==> config.mk <==
export PLATFORM = sky130hd
export DESIGN_NAME = orthogonal_polynomial_eval
export DESIGN_NICKNAME = d
export VERILOG_FILES = /design/src/design/opoly_pkg.sv /design/src/design/opoly_mul.sv /design/src/design/opoly_div.sv /design/src/design/orthogonal_polynomial_eval.sv
export SDC_FILE = /design/constraint.sdc
export NUM_CORES = 2
export LEC_CHECK = 0
export BUFFER_PORTS_ARGS = -buffer_cell sky130_fd_sc_hd__buf_2
export CORE_MARGIN = 2
export CORE_UTILIZATION = 40
export CTS_CLUSTER_DIAMETER = 30
export DETAILED_ROUTE_END_ITERATION = 7
export GPL_TIMING_DRIVEN = 0
export SETUP_SLACK_MARGIN = 0.05
export SYNTH_ARGS = -nofsm -noshare
export SYNTH_HDL_FRONTEND = slang
export SYNTH_SLANG_ARGS = --single-unit
export TNS_END_PERCENT = 30
==> constraint.sdc <==
create_clock -name aclk -period 15.9 [get_ports aclk]
set_input_delay 2.385 -clock aclk [delete_from_list [all_inputs] [get_ports aclk]]
set_output_delay 2.385 -clock aclk [all_outputs]
set_load 0.05 [all_outputs]
==> src/design/opoly_pkg.sv <==
package opoly_pkg;

    // field widths fixed by the interface
    localparam int ORDER_W = 5;

    // polynomial family codes
    localparam logic [1:0] FAM_LEGENDRE  = 2'd0;
    localparam logic [1:0] FAM_HERMITE   = 2'd1;
    localparam logic [1:0] FAM_CHEBYSHEV = 2'd2;
    localparam logic [1:0] FAM_NONE      = 2'd3;

    // q32.32 constants
    localparam logic signed [63:0] ONE_Q32 = 64'sh0000_0001_0000_0000;
    localparam logic signed [63:0] VAL_MAX = 64'sh7FFF_FFFF_FFFF_FFFF;
    localparam logic signed [63:0] VAL_MIN = 64'sh8000_0000_0000_0000;

    // divider: quotient bits retired per cycle
    localparam int DIV_BITS  = 8;
    localparam int DIV_STEPS = 64 / DIV_BITS;
    localparam int DIV_CW    = $clog2(DIV_STEPS);

    // post-scaling of the multiplier product
    // SC_INT: exact integer product, SC_X2: round(p*x/2^27), SC_X: round(p*x/2^28)
    typedef enum logic [1:0] {
        SC_INT,
        SC_X2,
        SC_X
    } scale_t;

    typedef enum logic [2:0] {
        MP_IDLE,
        MP_LO,
        MP_HI,
        MP_SUM,
        MP_FIN
    } mul_phase_t;

    typedef enum logic [2:0] {
        ST_IDLE,
        ST_LOOP,
        ST_MX,
        ST_MKA,
        ST_MKB,
        ST_SUB,
        ST_DIV,
        ST_DONE
    } state_t;

    // request to the shared multiplier: magnitude times small unsigned factor
    typedef struct packed {
        logic [63:0] mag;
        logic [31:0] mult;
        logic        neg;
        scale_t      scale;
    } mul_req_t;

    typedef struct packed {
        logic               done;
        logic signed [63:0] value;
        logic               sat;
        logic               neg;
    } mul_res_t;

    typedef struct packed {
        logic               done;
        logic signed [63:0] value;
    } div_res_t;

    function automatic logic [63:0] mag64(input logic signed [63:0] v);
        return v[63] ? (64'd0 - unsigned'(v)) : unsigned'(v);
    endfunction

    function automatic logic [31:0] mag32(input logic signed [31:0] v);
        return v[31] ? (32'd0 - unsigned'(v)) : unsigned'(v);
    endfunction

endpackage

==> src/design/opoly_mul.sv <==
module opoly_mul (
    input  logic                aclk,
    input  logic                aresetn,
    input  logic                start,
    input  opoly_pkg::mul_req_t req,
    output opoly_pkg::mul_res_t res
);
    import opoly_pkg::*;

    mul_phase_t  ph_reg, ph_next;
    logic [63:0] ma_reg, ma_next;
    logic [31:0] mb_reg, mb_next;
    logic        neg_reg, neg_next;
    scale_t      sc_reg, sc_next;
    logic [63:0] plo_reg, plo_next;
    logic [63:0] phi_reg, phi_next;
    logic [95:0] t_reg, t_next;
    logic        done_reg, done_next;
    logic [63:0] val_reg, val_next;
    logic        sat_reg, sat_next;

    logic [31:0] mul_a;
    logic [63:0] prod;
    logic [63:0] half;
    logic [95:0] r;
    logic [32:0] r_top;

    // single 32x32 multiplier, low half of the magnitude first
    assign mul_a = (ph_reg == MP_HI) ? ma_reg[63:32] : ma_reg[31:0];
    assign prod  = mul_a * mb_reg;

    // rounding constant, ties away from zero on the magnitude
    always_comb begin
        case (sc_reg)
            SC_X:    half = 64'd1 << 27;
            SC_X2:   half = 64'd1 << 26;
            default: half = 64'd0;
        endcase
    end

    // scale back to q32.32
    always_comb begin
        case (sc_reg)
            SC_X:    r = t_reg >> 28;
            SC_X2:   r = t_reg >> 27;
            default: r = t_reg;
        endcase
    end

    assign r_top = r[95:63];

    // phase sequencer
    always_comb begin
        ph_next   = ph_reg;
        ma_next   = ma_reg;
        mb_next   = mb_reg;
        neg_next  = neg_reg;
        sc_next   = sc_reg;
        plo_next  = plo_reg;
        phi_next  = phi_reg;
        t_next    = t_reg;
        val_next  = val_reg;
        sat_next  = sat_reg;
        done_next = 1'b0;

        unique case (ph_reg)
            MP_IDLE: begin
            end
            MP_LO: begin
                plo_next = prod;
                ph_next  = MP_HI;
            end
            MP_HI: begin
                phi_next = prod;
                plo_next = plo_reg + half;
                ph_next  = MP_SUM;
            end
            MP_SUM: begin
                t_next  = {phi_reg, 32'd0} + {32'd0, plo_reg};
                ph_next = MP_FIN;
            end
            MP_FIN: begin
                // beyond the signed range, except exactly 2^63 when negative
                sat_next  = (|r_top) && !(neg_reg && (r_top == 33'd1) && (r[62:0] == '0));
                val_next  = neg_reg ? (64'd0 - r[63:0]) : r[63:0];
                done_next = 1'b1;
                ph_next   = MP_IDLE;
            end
            default: ph_next = MP_IDLE;
        endcase

        if (start) begin
            ma_next  = req.mag;
            mb_next  = req.mult;
            neg_next = req.neg;
            sc_next  = req.scale;
            ph_next  = MP_LO;
        end
    end

    always_ff @(posedge aclk) begin
        if (!aresetn) begin
            ph_reg   <= MP_IDLE;
            done_reg <= 1'b0;
        end else begin
            ph_reg   <= ph_next;
            done_reg <= done_next;
        end
    end

    always_ff @(posedge aclk) begin
        ma_reg  <= ma_next;
        mb_reg  <= mb_next;
        neg_reg <= neg_next;
        sc_reg  <= sc_next;
        plo_reg <= plo_next;
        phi_reg <= phi_next;
        t_reg   <= t_next;
        val_reg <= val_next;
        sat_reg <= sat_next;
    end

    assign res.done  = done_reg;
    assign res.value = val_reg;
    assign res.sat   = sat_reg;
    assign res.neg   = neg_reg;

endmodule

==> src/design/opoly_div.sv <==
module opoly_div #(
    parameter int KW = 5
) (
    input  logic                aclk,
    input  logic                aresetn,
    input  logic                start,
    input  logic signed [63:0]  dividend,
    input  logic [KW-1:0]       divisor,
    output opoly_pkg::div_res_t res
);
    import opoly_pkg::*;

    logic              busy_reg, busy_next;
    logic              fin_reg, fin_next;
    logic              neg_reg, neg_next;
    logic [DIV_CW-1:0] cnt_reg, cnt_next;
    logic [63:0]       dq_reg, dq_next;
    logic [KW-1:0]     rem_reg, rem_next;
    logic [KW-1:0]     dv_reg, dv_next;

    logic [63:0] opa;
    logic [63:0] opb;
    logic [63:0] q;
    logic [KW:0] rs;
    logic [KW-1:0] r;
    logic [63:0] qneg;

    // magnitude plus half the divisor in one add
    assign opa = dividend[63] ? ~unsigned'(dividend) : unsigned'(dividend);
    assign opb = 64'(divisor >> 1) + 64'(dividend[63]);

    always_comb begin
        busy_next = busy_reg;
        fin_next  = 1'b0;
        neg_next  = neg_reg;
        cnt_next  = cnt_reg;
        dq_next   = dq_reg;
        rem_next  = rem_reg;
        dv_next   = dv_reg;

        // restoring division, several quotient bits per cycle
        q  = dq_reg;
        r  = rem_reg;
        rs = '0;
        for (int i = 0; i < DIV_BITS; i++) begin
            rs = {r, q[63]};
            q  = {q[62:0], 1'b0};
            if (rs >= {1'b0, dv_reg}) begin
                rs   = rs - {1'b0, dv_reg};
                q[0] = 1'b1;
            end
            r = rs[KW-1:0];
        end

        if (start) begin
            neg_next  = dividend[63];
            dq_next   = opa + opb;
            rem_next  = '0;
            dv_next   = divisor;
            cnt_next  = '0;
            busy_next = 1'b1;
        end else if (busy_reg) begin
            dq_next  = q;
            rem_next = r;
            cnt_next = cnt_reg + DIV_CW'(1);
            if (cnt_reg == DIV_CW'(DIV_STEPS - 1)) begin
                busy_next = 1'b0;
                fin_next  = 1'b1;
            end
        end
    end

    always_ff @(posedge aclk) begin
        if (!aresetn) begin
            busy_reg <= 1'b0;
            fin_reg  <= 1'b0;
            cnt_reg  <= '0;
        end else begin
            busy_reg <= busy_next;
            fin_reg  <= fin_next;
            cnt_reg  <= cnt_next;
        end
    end

    always_ff @(posedge aclk) begin
        neg_reg <= neg_next;
        dq_reg  <= dq_next;
        rem_reg <= rem_next;
        dv_reg  <= dv_next;
    end

    // restore the sign of the quotient
    assign qneg      = 64'd0 - dq_reg;
    assign res.done  = fin_reg;
    assign res.value = neg_reg ? qneg : dq_reg;

endmodule

==> src/design/orthogonal_polynomial_eval.sv <==
// orders 0 and 1 need no recurrence step; a higher order n runs n-1 recurrence steps
// each recurrence step is set by the shared 32x32 multiplier and, for Legendre, the divider
//   retiring 8 quotient bits a cycle
// one request at a time; s_ready returns with the result in the output register
// reset: synchronous active-low aresetn idles the sequencer and empties the output
module orthogonal_polynomial_eval #(
    parameter int MAX_ORDER = 31
) (
    input  logic                            aclk,
    input  logic                            aresetn,
    input  logic                            s_valid,
    output logic                            s_ready,
    input  logic [1:0]                      s_req_type,
    input  logic [opoly_pkg::ORDER_W-1:0]   s_order,
    input  logic signed [31:0]              s_point,
    output logic                            m_valid,
    input  logic                            m_ready,
    output logic signed [63:0]              m_value,
    output logic                            m_overflow
);
    import opoly_pkg::*;

    localparam int ORDER_TOP = (1 << ORDER_W) - 1;
    localparam int N_MAX     = (MAX_ORDER < ORDER_TOP) ? MAX_ORDER : ORDER_TOP;
    localparam int KW        = (N_MAX < 2) ? 2 : $clog2(N_MAX + 1);

    state_t             state_reg, state_next;
    logic [1:0]         fam_reg, fam_next;
    logic [KW-1:0]      n_reg, n_next;
    logic [KW-1:0]      k_reg, k_next;
    logic signed [31:0] x_reg, x_next;
    logic signed [63:0] p0_reg, p0_next;
    logic signed [63:0] p1_reg, p1_next;
    logic signed [63:0] a_reg, a_next;
    logic signed [63:0] b_reg, b_next;
    logic               sat_reg, sat_next;
    logic               satneg_reg, satneg_next;
    logic               m_valid_reg, m_valid_next;
    logic signed [63:0] m_value_reg, m_value_next;
    logic               m_overflow_reg, m_overflow_next;

    logic     mul_start;
    mul_req_t mul_req;
    mul_res_t mul_res;
    logic     div_start;
    div_res_t div_res;

    logic signed [63:0] x_ext;
    logic signed [64:0] diff;
    logic [KW-1:0]      k_less;
    logic [KW:0]        coef_odd;
    logic               out_free;
    logic               adv;
    logic signed [63:0] cur;

    assign x_ext    = {{32{s_point[31]}}, s_point};
    assign diff     = {a_reg[63], a_reg} - {b_reg[63], b_reg};
    assign k_less   = k_reg - KW'(1);
    assign coef_odd = {k_reg, 1'b0} - (KW + 1)'(1);
    assign out_free = !m_valid_reg || m_ready;

    // shared multiplier and divider
    opoly_mul u_mul (
        .aclk    (aclk),
        .aresetn (aresetn),
        .start   (mul_start),
        .req     (mul_req),
        .res     (mul_res)
    );

    opoly_div #(
        .KW (KW)
    ) u_div (
        .aclk     (aclk),
        .aresetn  (aresetn),
        .start    (div_start),
        .dividend (diff[63:0]),
        .divisor  (k_reg),
        .res      (div_res)
    );

    // recurrence sequencer
    always_comb begin
        state_next      = state_reg;
        fam_next        = fam_reg;
        n_next          = n_reg;
        k_next          = k_reg;
        x_next          = x_reg;
        p0_next         = p0_reg;
        p1_next         = p1_reg;
        a_next          = a_reg;
        b_next          = b_reg;
        sat_next        = sat_reg;
        satneg_next     = satneg_reg;
        m_valid_next    = m_valid_reg && !m_ready;
        m_value_next    = m_value_reg;
        m_overflow_next = m_overflow_reg;
        div_start       = 1'b0;
        adv             = 1'b0;
        cur             = diff[63:0];

        // default request: x times p1, rescaled
        mul_start     = 1'b0;
        mul_req.mag   = mag64(p1_reg);
        mul_req.mult  = mag32(x_reg);
        mul_req.neg   = p1_reg[63] ^ x_reg[31];
        mul_req.scale = (fam_reg == FAM_LEGENDRE) ? SC_X : SC_X2;

        unique case (state_reg)
            ST_IDLE: begin
                if (s_valid) begin
                    fam_next    = s_req_type;
                    n_next      = (int'(s_order) > N_MAX) ? KW'(N_MAX) : KW'(s_order);
                    k_next      = KW'(2);
                    x_next      = s_point;
                    p0_next     = ONE_Q32;
                    sat_next    = 1'b0;
                    satneg_next = 1'b0;
                    if (s_req_type == FAM_NONE) begin
                        p1_next = '0;
                    end else if (s_order == '0) begin
                        p1_next = ONE_Q32;
                    end else if (s_req_type == FAM_HERMITE) begin
                        p1_next = x_ext <<< 5;
                    end else begin
                        p1_next = x_ext <<< 4;
                    end
                    state_next = ST_LOOP;
                end
            end
            ST_LOOP: begin
                if (fam_reg == FAM_NONE || n_reg < KW'(2)) begin
                    state_next = ST_DONE;
                end else begin
                    mul_start  = 1'b1;
                    state_next = ST_MX;
                end
            end
            ST_MX: begin
                if (mul_res.done) begin
                    if (mul_res.sat) begin
                        sat_next    = 1'b1;
                        satneg_next = mul_res.neg;
                        state_next  = ST_DONE;
                    end else begin
                        a_next = mul_res.value;
                        case (fam_reg)
                            FAM_LEGENDRE: begin
                                mul_start     = 1'b1;
                                mul_req.mag   = mag64(mul_res.value);
                                mul_req.mult  = 32'(coef_odd);
                                mul_req.neg   = mul_res.value[63];
                                mul_req.scale = SC_INT;
                                state_next    = ST_MKA;
                            end
                            FAM_HERMITE: begin
                                mul_start     = 1'b1;
                                mul_req.mag   = mag64(p0_reg);
                                mul_req.mult  = 32'({k_less, 1'b0});
                                mul_req.neg   = p0_reg[63];
                                mul_req.scale = SC_INT;
                                state_next    = ST_MKB;
                            end
                            default: begin
                                b_next     = p0_reg;
                                state_next = ST_SUB;
                            end
                        endcase
                    end
                end
            end
            ST_MKA: begin
                if (mul_res.done) begin
                    if (mul_res.sat) begin
                        sat_next    = 1'b1;
                        satneg_next = mul_res.neg;
                        state_next  = ST_DONE;
                    end else begin
                        a_next        = mul_res.value;
                        mul_start     = 1'b1;
                        mul_req.mag   = mag64(p0_reg);
                        mul_req.mult  = 32'(k_less);
                        mul_req.neg   = p0_reg[63];
                        mul_req.scale = SC_INT;
                        state_next    = ST_MKB;
                    end
                end
            end
            ST_MKB: begin
                if (mul_res.done) begin
                    if (mul_res.sat) begin
                        sat_next    = 1'b1;
                        satneg_next = mul_res.neg;
                        state_next  = ST_DONE;
                    end else begin
                        b_next     = mul_res.value;
                        state_next = ST_SUB;
                    end
                end
            end
            ST_SUB: begin
                // overflow only when the operand signs differ; sign follows a
                if (diff[64] != diff[63]) begin
                    sat_next    = 1'b1;
                    satneg_next = a_reg[63];
                    state_next  = ST_DONE;
                end else if (fam_reg == FAM_LEGENDRE) begin
                    div_start  = 1'b1;
                    state_next = ST_DIV;
                end else begin
                    adv = 1'b1;
                end
            end
            ST_DIV: begin
                if (div_res.done) begin
                    cur = div_res.value;
                    adv = 1'b1;
                end
            end
            ST_DONE: begin
                if (out_free) begin
                    m_valid_next    = 1'b1;
                    m_value_next    = sat_reg ? (satneg_reg ? VAL_MIN : VAL_MAX) : p1_reg;
                    m_overflow_next = sat_reg;
                    state_next      = ST_IDLE;
                end
            end
            default: state_next = ST_IDLE;
        endcase

        // shift the recurrence and move to the next order
        if (adv) begin
            p0_next = p1_reg;
            p1_next = cur;
            if (k_reg == n_reg) begin
                state_next = ST_DONE;
            end else begin
                k_next     = k_reg + KW'(1);
                state_next = ST_LOOP;
            end
        end
    end

    always_ff @(posedge aclk) begin
        if (!aresetn) begin
            state_reg   <= ST_IDLE;
            m_valid_reg <= 1'b0;
        end else begin
            state_reg   <= state_next;
            m_valid_reg <= m_valid_next;
        end
    end

    always_ff @(posedge aclk) begin
        fam_reg        <= fam_next;
        n_reg          <= n_next;
        k_reg          <= k_next;
        x_reg          <= x_next;
        p0_reg         <= p0_next;
        p1_reg         <= p1_next;
        a_reg          <= a_next;
        b_reg          <= b_next;
        sat_reg        <= sat_next;
        satneg_reg     <= satneg_next;
        m_value_reg    <= m_value_next;
        m_overflow_reg <= m_overflow_next;
    end

    assign s_ready    = (state_reg == ST_IDLE);
    assign m_valid    = m_valid_reg;
    assign m_value    = m_value_reg;
    assign m_overflow = m_overflow_reg;

endmodule

; ---- Word-level counts from Yosys, hierarchy flattened
; Index checks and enable logic that the tools add are counted.
[classes]
reduce_logical = 35
add_sub_neg = 23
order_cmp = 9
n_mul = 1
mux = 106
eq_ne = 37
bitwise_logic = 5
[ops]
columns = operator, count
row1 = 64-bit two-way mux, 25
row2 = 99-bit two-way mux, 4
row3 = 99-bit one-hot mux with 2 select lines, 2
row4 = 1-bit by 64-bit subtractor with 64-bit output (first input constant), 5
row5 = 64-bit one-hot mux with 2 select lines, 2
row6 = 96-bit one-hot mux with 2 select lines, 1
row7 = 64-bit adder, 2
row8 = 96-bit by 64-bit adder with 96-bit output, 1
row9 = 64-bit by 64-bit subtractor with 65-bit output, 1
row10 = 32-bit by 32-bit multiplier with 64-bit output, 1
row11 = 32-bit two-way mux, 2
row12 = 64-bit inverter, 1
row13 = 63-bit zero test, 1
row14 = 5-bit two-way mux, 12
row15 = 28-bit one-hot mux with 2 select lines, 1
row16 = 6-bit by 5-bit greater-or-equal comparator with 1-bit output, 8
row17 = 5-bit subtractor, 8
row18 = 36-bit two-way mux, 1
row19 = 1-bit two-way mux, 35
row20 = 33-bit by 1-bit equality test with 1-bit output (second input constant), 1
row21 = 3-bit two-way mux, 11
row22 = 33-bit OR reduction, 1
row23 = 1-bit by 32-bit subtractor with 32-bit output (first input constant), 1
row24 = 3-bit one-hot mux with 7 select lines, 1
row25 = 41 further kinds, 88
[word_totals]
inputBits = 43
word_cells = 249
register_bits = 843

; ---- Longest topological paths before layout
[depth]
ltp_word = 18
mapped_depth = 68
ltp_nobuf = 67

; ---- Hierarchy
; A second synthesis with hierarchy kept.
[unflattened]
cells_unflattened = 8839
area_unflattened_um2 = 86332.8
[modules_own_cells]
columns = mod, n_inst, area_each_um2, cells_per_inst
row1 = opoly_mul, 1, 52427.8, 5273
row2 = orthogonal_polynomial_eval, 1, 24616.1, 2448
row3 = opoly_div, 1, 9288.9, 1118

; ---- Worst setup path after synthesis
; Ideal clock, no wire load.
[synth_path]
kind = register to register
startpoint = register u_div.dv_reg[1]
endpoint = register u_div.rem_reg[2]
synth_period_minus_slack_ns = 13.745
required_time_ns = 15.819
arrival_time_ns = 13.665
path_slack_ns = 2.155
path_stages_with_launch = 65
n_path_buf = 2
path_cell_list = edfxtp_1 > inv_1 > fa_1 > a21o_1 > a21oi_1 > o21ai_1 > mux2i_1 > inv_1 > ha_1 > nor2b_1 > o21a_1 > o31a_1 > or3_1 > clkbuf_1 > mux2_2 > fa_1 > nor2b_1 > o21a_1 > [... 29 more ...] > nor2b_1 > o21ai_0 > nand2b_1 > a41o_1 > a21oi_1 > o21ai_0 > a31oi_1 > mux2i_1 > nor2_1 > a21oi_1 > fa_1 > a21o_1 > a21oi_1 > nand2_1 > a21oi_1 > nand2_1 > or3b_2 > o211ai_1
[synth_between]
elab_chain_len = 16
[synth_lines]
columns = item, line_no
row1 = from (decl), opoly_div.sv:19  ; logic [KW-1:0] dv_reg, dv_next;
row2 = from (signal assigned), opoly_div.sv:89  ; dv_reg <= dv_next;
row3 = 5-bit subtractor / 6-bit by 5-bit greater-or-equal comparator with 1-bit output (equally long branches), "opoly_div.sv:49, opoly_div.sv:48"
row4 = 5-bit two-way mux, opoly_div.sv:48  ; if (rs >= {1'b0, dv_reg}) begin
row5 = 5-bit subtractor / 6-bit by 5-bit greater-or-equal comparator with 1-bit output (equally long branches), "opoly_div.sv:49, opoly_div.sv:48"
row6 = 5-bit two-way mux, opoly_div.sv:48
row7 = 5-bit subtractor / 6-bit by 5-bit greater-or-equal comparator with 1-bit output (equally long branches), "opoly_div.sv:49, opoly_div.sv:48"
row8 = 5-bit two-way mux, opoly_div.sv:48
row9 = 5-bit subtractor / 6-bit by 5-bit greater-or-equal comparator with 1-bit output (equally long branches), "opoly_div.sv:49, opoly_div.sv:48"
row10 = 5-bit two-way mux, opoly_div.sv:48
row11 = 6-bit by 5-bit greater-or-equal comparator with 1-bit output / 5-bit subtractor (equally long branches), "opoly_div.sv:48, opoly_div.sv:49"
row12 = 5-bit two-way mux, opoly_div.sv:48
row13 = 5-bit subtractor / 6-bit by 5-bit greater-or-equal comparator with 1-bit output (equally long branches), "opoly_div.sv:49, opoly_div.sv:48"
row14 = 5-bit two-way mux, opoly_div.sv:48
row15 = 6-bit by 5-bit greater-or-equal comparator with 1-bit output / 5-bit subtractor (equally long branches), "opoly_div.sv:48, opoly_div.sv:49"
row16 = 5-bit two-way mux, opoly_div.sv:48
row17 = 5-bit subtractor / 6-bit by 5-bit greater-or-equal comparator with 1-bit output (equally long branches), "opoly_div.sv:49, opoly_div.sv:48"
row18 = 5-bit two-way mux (*), opoly_div.sv:48
row19 = to (signal assigned), opoly_div.sv:88  ; rem_reg <= rem_next;
row20 = to (decl), opoly_div.sv:18  ; logic [KW-1:0] rem_reg, rem_next;
; Every way passes the cells marked *; elsewhere a longest branch is shown, timed or not.
; A chain may end at the register's enable or synchronous reset.

; ---- Final worst setup path
[layout_path]
startpoint = register u_div.dv_reg[3]
endpoint = register u_div.rem_reg[2]
[layout_between]
elab_chain_len = 16
[layout_lines]
columns = item, line_no
row1 = 5-bit subtractor / 6-bit by 5-bit greater-or-equal comparator with 1-bit output (equally long branches), "opoly_div.sv:49, opoly_div.sv:48"
row2 = 5-bit two-way mux, opoly_div.sv:48
row3 = 5-bit subtractor / 6-bit by 5-bit greater-or-equal comparator with 1-bit output (equally long branches), "opoly_div.sv:49, opoly_div.sv:48"
row4 = 5-bit two-way mux, opoly_div.sv:48
row5 = 6-bit by 5-bit greater-or-equal comparator with 1-bit output / 5-bit subtractor (equally long branches), "opoly_div.sv:48, opoly_div.sv:49"
row6 = 5-bit two-way mux, opoly_div.sv:48
row7 = 5-bit subtractor / 6-bit by 5-bit greater-or-equal comparator with 1-bit output (equally long branches), "opoly_div.sv:49, opoly_div.sv:48"
row8 = 5-bit two-way mux, opoly_div.sv:48
row9 = 5-bit subtractor / 6-bit by 5-bit greater-or-equal comparator with 1-bit output (equally long branches), "opoly_div.sv:49, opoly_div.sv:48"
row10 = 5-bit two-way mux, opoly_div.sv:48
row11 = 5-bit subtractor / 6-bit by 5-bit greater-or-equal comparator with 1-bit output (equally long branches), "opoly_div.sv:49, opoly_div.sv:48"
row12 = 5-bit two-way mux, opoly_div.sv:48
row13 = 6-bit by 5-bit greater-or-equal comparator with 1-bit output / 5-bit subtractor (equally long branches), "opoly_div.sv:48, opoly_div.sv:49"
row14 = 5-bit two-way mux, opoly_div.sv:48
row15 = 5-bit subtractor / 6-bit by 5-bit greater-or-equal comparator with 1-bit output (equally long branches), "opoly_div.sv:49, opoly_div.sv:48"
row16 = 5-bit two-way mux (*), opoly_div.sv:48
; Marked as above.

==> results.sh <==
export IMPL_drt_total_wl_mm=360
export IMPL_cts_root_buffer="clkbuf_16"
export IMPL_worst_slew_pin_slew_ns=1.57
export IMPL_track_usage_pct=32.6
export IMPL_synth_top_family_by_area="adder cells"
export IMPL_r2r_cells=64
export IMPL_skew_ns=0.0819
export IMPL_vias_per_cell=5.89
export IMPL_dp_slack_ns=-1.32
export IMPL_antenna_found_initial=47
export IMPL_clk_insertion_delay_late_ns=0.83
export IMPL_gp_congestion=1.03
export IMPL_die_y_um=468
export IMPL_synth_area_mux_share_pct=1.96
export IMPL_synth_main_ff_cell="edfxtp_1"
export IMPL_firstDrtPassIters=8
export IMPL_r2r_end="u_div.rem_reg[2]"
export IMPL_min_delay_start="u_mul.plo_reg[12]"
export IMPL_ys_seq_area_share_pct=29.1
export IMPL_critical_path_max_stage_delay_ns=0.50
export IMPL_hold_buffers=0
export IMPL_path_max_fanout=10
export IMPL_crit_type="register to register"
export IMPL_vias=72500
export IMPL_die_area_mm2=0.219
export IMPL_grt_pass1_vias=70700
export IMPL_synth_compound_area_share_pct=12.6
export IMPL_syn_nets=10300
export IMPL_violations="capacitance limit, slew limit"
export IMPL_clkTransAtPathRegs_ns=0.06
export IMPL_dp_hpwl_mm=295
export IMPL_yosys_register_bits=843
export IMPL_syn_area_per_cell_um2=9.61
export IMPL_fin_area_mm2=0.0972
export IMPL_grt_pass1_wl_mm=511
export IMPL_grt_overflow=0
export IMPL_port_buffers=109
export IMPL_io_pins=110
export IMPL_drv_slew=10
export IMPL_grt_max_degree=69
export IMPL_arrival_ns=15.72
export IMPL_drc_errors=0
export IMPL_core_area_mm2=0.214
export IMPL_cts_tree="done"
export IMPL_wl_per_cell_um=29.2
export IMPL_drive_gt1_share_pct=7.37
export IMPL_yosysUniqueCellTypes=107
export IMPL_rrSetupSlack_ns=0.89
export IMPL_final_hold_viol_count=0
export IMPL_die_x_um=468
export IMPL_area_delta_synth_final_pct=12.8
export IMPL_post_dp_cell_area_mm2=0.0907
export IMPL_largest_register_ffs=96
export IMPL_hold_class="register to register"
export IMPL_min_period_over_period_pct=94.4
export IMPL_fmax_mhz=66.6
export IMPL_drtIter0Drc=8626
export IMPL_rsz0062_at_grt="no"
export IMPL_cts_made_buffers=170
export IMPL_hold_depth=0
export IMPL_fin_ws_ns=0.892
export IMPL_start_util_pct=40.2
export IMPL_critPathLaunchType="register"
export IMPL_yosys_area_share_xor_xnor_pct=6.64
export IMPL_synth_simple_area_share_pct=15.3
export IMPL_synthAdderAreaFrac_pct=27.2
export IMPL_nets=10700
export IMPL_synth_edf_count=820
export IMPL_slew_headroom_pct=-5.33
export IMPL_clock_sinks=843
export IMPL_ys_warn_count=0
export IMPL_asyncSetResetFlopFracSynth_pct=0
export IMPL_min_period_ns=15.01
export IMPL_cp_end_kind="register"
export IMPL_netlist_area_mm2=0.0861
export IMPL_worst_path_max_delay_cell="or3b_2"
export IMPL_r2r_start="u_div.dv_reg[3]"
export IMPL_cts_buffer_depth=3
export IMPL_antenna_left=0
export IMPL_synthCells=8965
export IMPL_critPathRequiredTime_ns=16.61
export IMPL_drv_cap=4
export IMPL_whs_endpoint="u_mul.t_reg[12]"
export IMPL_cpMostUsedCell="ha_1"
export IMPL_setup_violations=0
export IMPL_rows=170
export IMPL_htree_levels=4
export IMPL_run_status="complete, but fails checks"
==> per-layer routing <==
| metal | GRT usage, % | vias up | part of all wire, % |
|---|---|---|---|
| met3 | 9.29 | 589 | 12 |
| met1 | 46.6 | 36800 | 42 |
| met4 | 11.7 | 4 | 4.0 |
| met2 | 46.7 | 4048 | 42 |
| li1 | - | 31100 | - |
| met5 | 0 | - | 0.0072 |
==> cells in the mapped netlist, drive strengths merged, types with 61 or more instances <==
master / n / share of area [%]
a21oi: 251 / 1.5
o221ai: 75 / 0.76
mux2: 90 / 1.2
and3: 61 / 0.44
clkbuf: 410 / 1.8
nand4: 92 / 0.67
a21o: 118 / 1.0
a22oi: 65 / 0.57
nor3: 75 / 0.44
ha: 419 / 6.1
mux2i: 67 / 0.78
and2: 386 / 2.8
o21a: 97 / 0.85
or3: 98 / 0.72
nor2: 269 / 1.2
xor2: 305 / 3.1
o21ai: 454 / 2.7
xnor2: 348 / 3.5
buf: 61 / 0.30
fa: 908 / 21
o31ai: 106 / 0.94
nand3: 133 / 0.77
nand2: 1301 / 5.7
inv: 1170 / 5.1
edfxtp: 820 / 29
==> final cells by class <==
cell class              count  area (um2)
well taps                2838        3550
plain buffers             471        1810
clock buffers             178        4290
flip-flops and latches    843       25100
inverters                1172        4410
multi-input cells        6479       55100
diodes                     39        97.6
clock inverters           143        1770
repair buffers            145        1070
fillers                 20500      117000
==> worst max-delay path: cells and delay by family, from the launching register on <==
kind / cells / cell delay (ns)
adder cells (fa/ha/maj): 8 / 2.92
buffers and inverters: 6 / 1.09
flip-flops: 1 / 0.37
AO/OA/AOI/OAI: 26 / 5.36
AND/OR/NAND/NOR: 16 / 2.92
multiplexers: 8 / 2.23
==> worst max path at each step <==
| stage | from | endpoint |
|---|---|---|
| finish | u_div.dv_reg[3] | u_div.rem_reg[2] |
| global route | u_div.dv_reg[1] | u_div.rem_reg[2] |
| floorplan | u_div.dv_reg[1] | u_div.rem_reg[2] |
| global placement | u_div.dv_reg[1] | u_div.rem_reg[2] |
| CTS | u_div.dv_reg[1] | u_div.rem_reg[2] |
| detailed placement | u_div.dv_reg[1] | u_div.rem_reg[2] |
==> through the flow <==
step / setup TNS (ns) / util [%] / hold WS, ns / cells
after floorplan: 0 / - / 0.400 / 8965
after global placement: -4.82 / 42.1 / 0.402 / 11900
after detailed placement: -7.00 / 42.3 / 0.405 / 11900
after CTS: 0 / 45.2 / 0.411 / 12300
after global routing: 0 / 45.3 / 0.425 / 12300
final: 0 / 45.3 / 0.404 / 12300
==> timing repair <==
item                       CTS  global route
buffers inserted             4             5
gates resized for setup      9            25
pin swaps                    0             2
setup endpoints to repair    6             6
==> layout by cell type, fill, tap and decap left out, types with 54 or more instances in the layout <==
cell type	Yosys	layout
o21a_1	97	97
and3_1	61	61
nand2_1	1301	1300
nor2_1	269	266
a211oi_1	56	55
clkbuf_1	409	414
nor3_1	75	74
o221ai_1	75	75
mux2i_1	67	60
xnor2_1	348	347
o21ai_0	445	443
inv_1	1170	1166
nor2b_1	54	54
ha_1	419	419
nand3_1	133	133
or3_1	95	94
nand4_1	92	92
mux2_2	90	90
buf_2	21	131
a221o_1	58	58
nand2b_1	58	56
and2_1	383	381
a21o_1	114	114
a22oi_1	65	65
clkbuf_16	0	170
fa_1	908	908
o31ai_1	104	104
edfxtp_1	820	820
a21oi_1	250	247
xor2_1	305	304
==> logic make-up (layout without fill, tap and decap cells) <==
| family | Yosys count | in the layout |
|---|---|---|
| simple gates | 2735 | 2735 |
| buf+inv | 1643 | 2109 |
| compound gates | 1607 | 1607 |
| fa+ha+maj | 1327 | 1327 |
| flops | 843 | 843 |
| xor+xnor | 653 | 653 |
| mux | 157 | 157 |
| other cells | 0 | 39 |
Power is not shown: default switching activity piles up to over one toggle a cycle in this logic, so the estimate is an artifact.
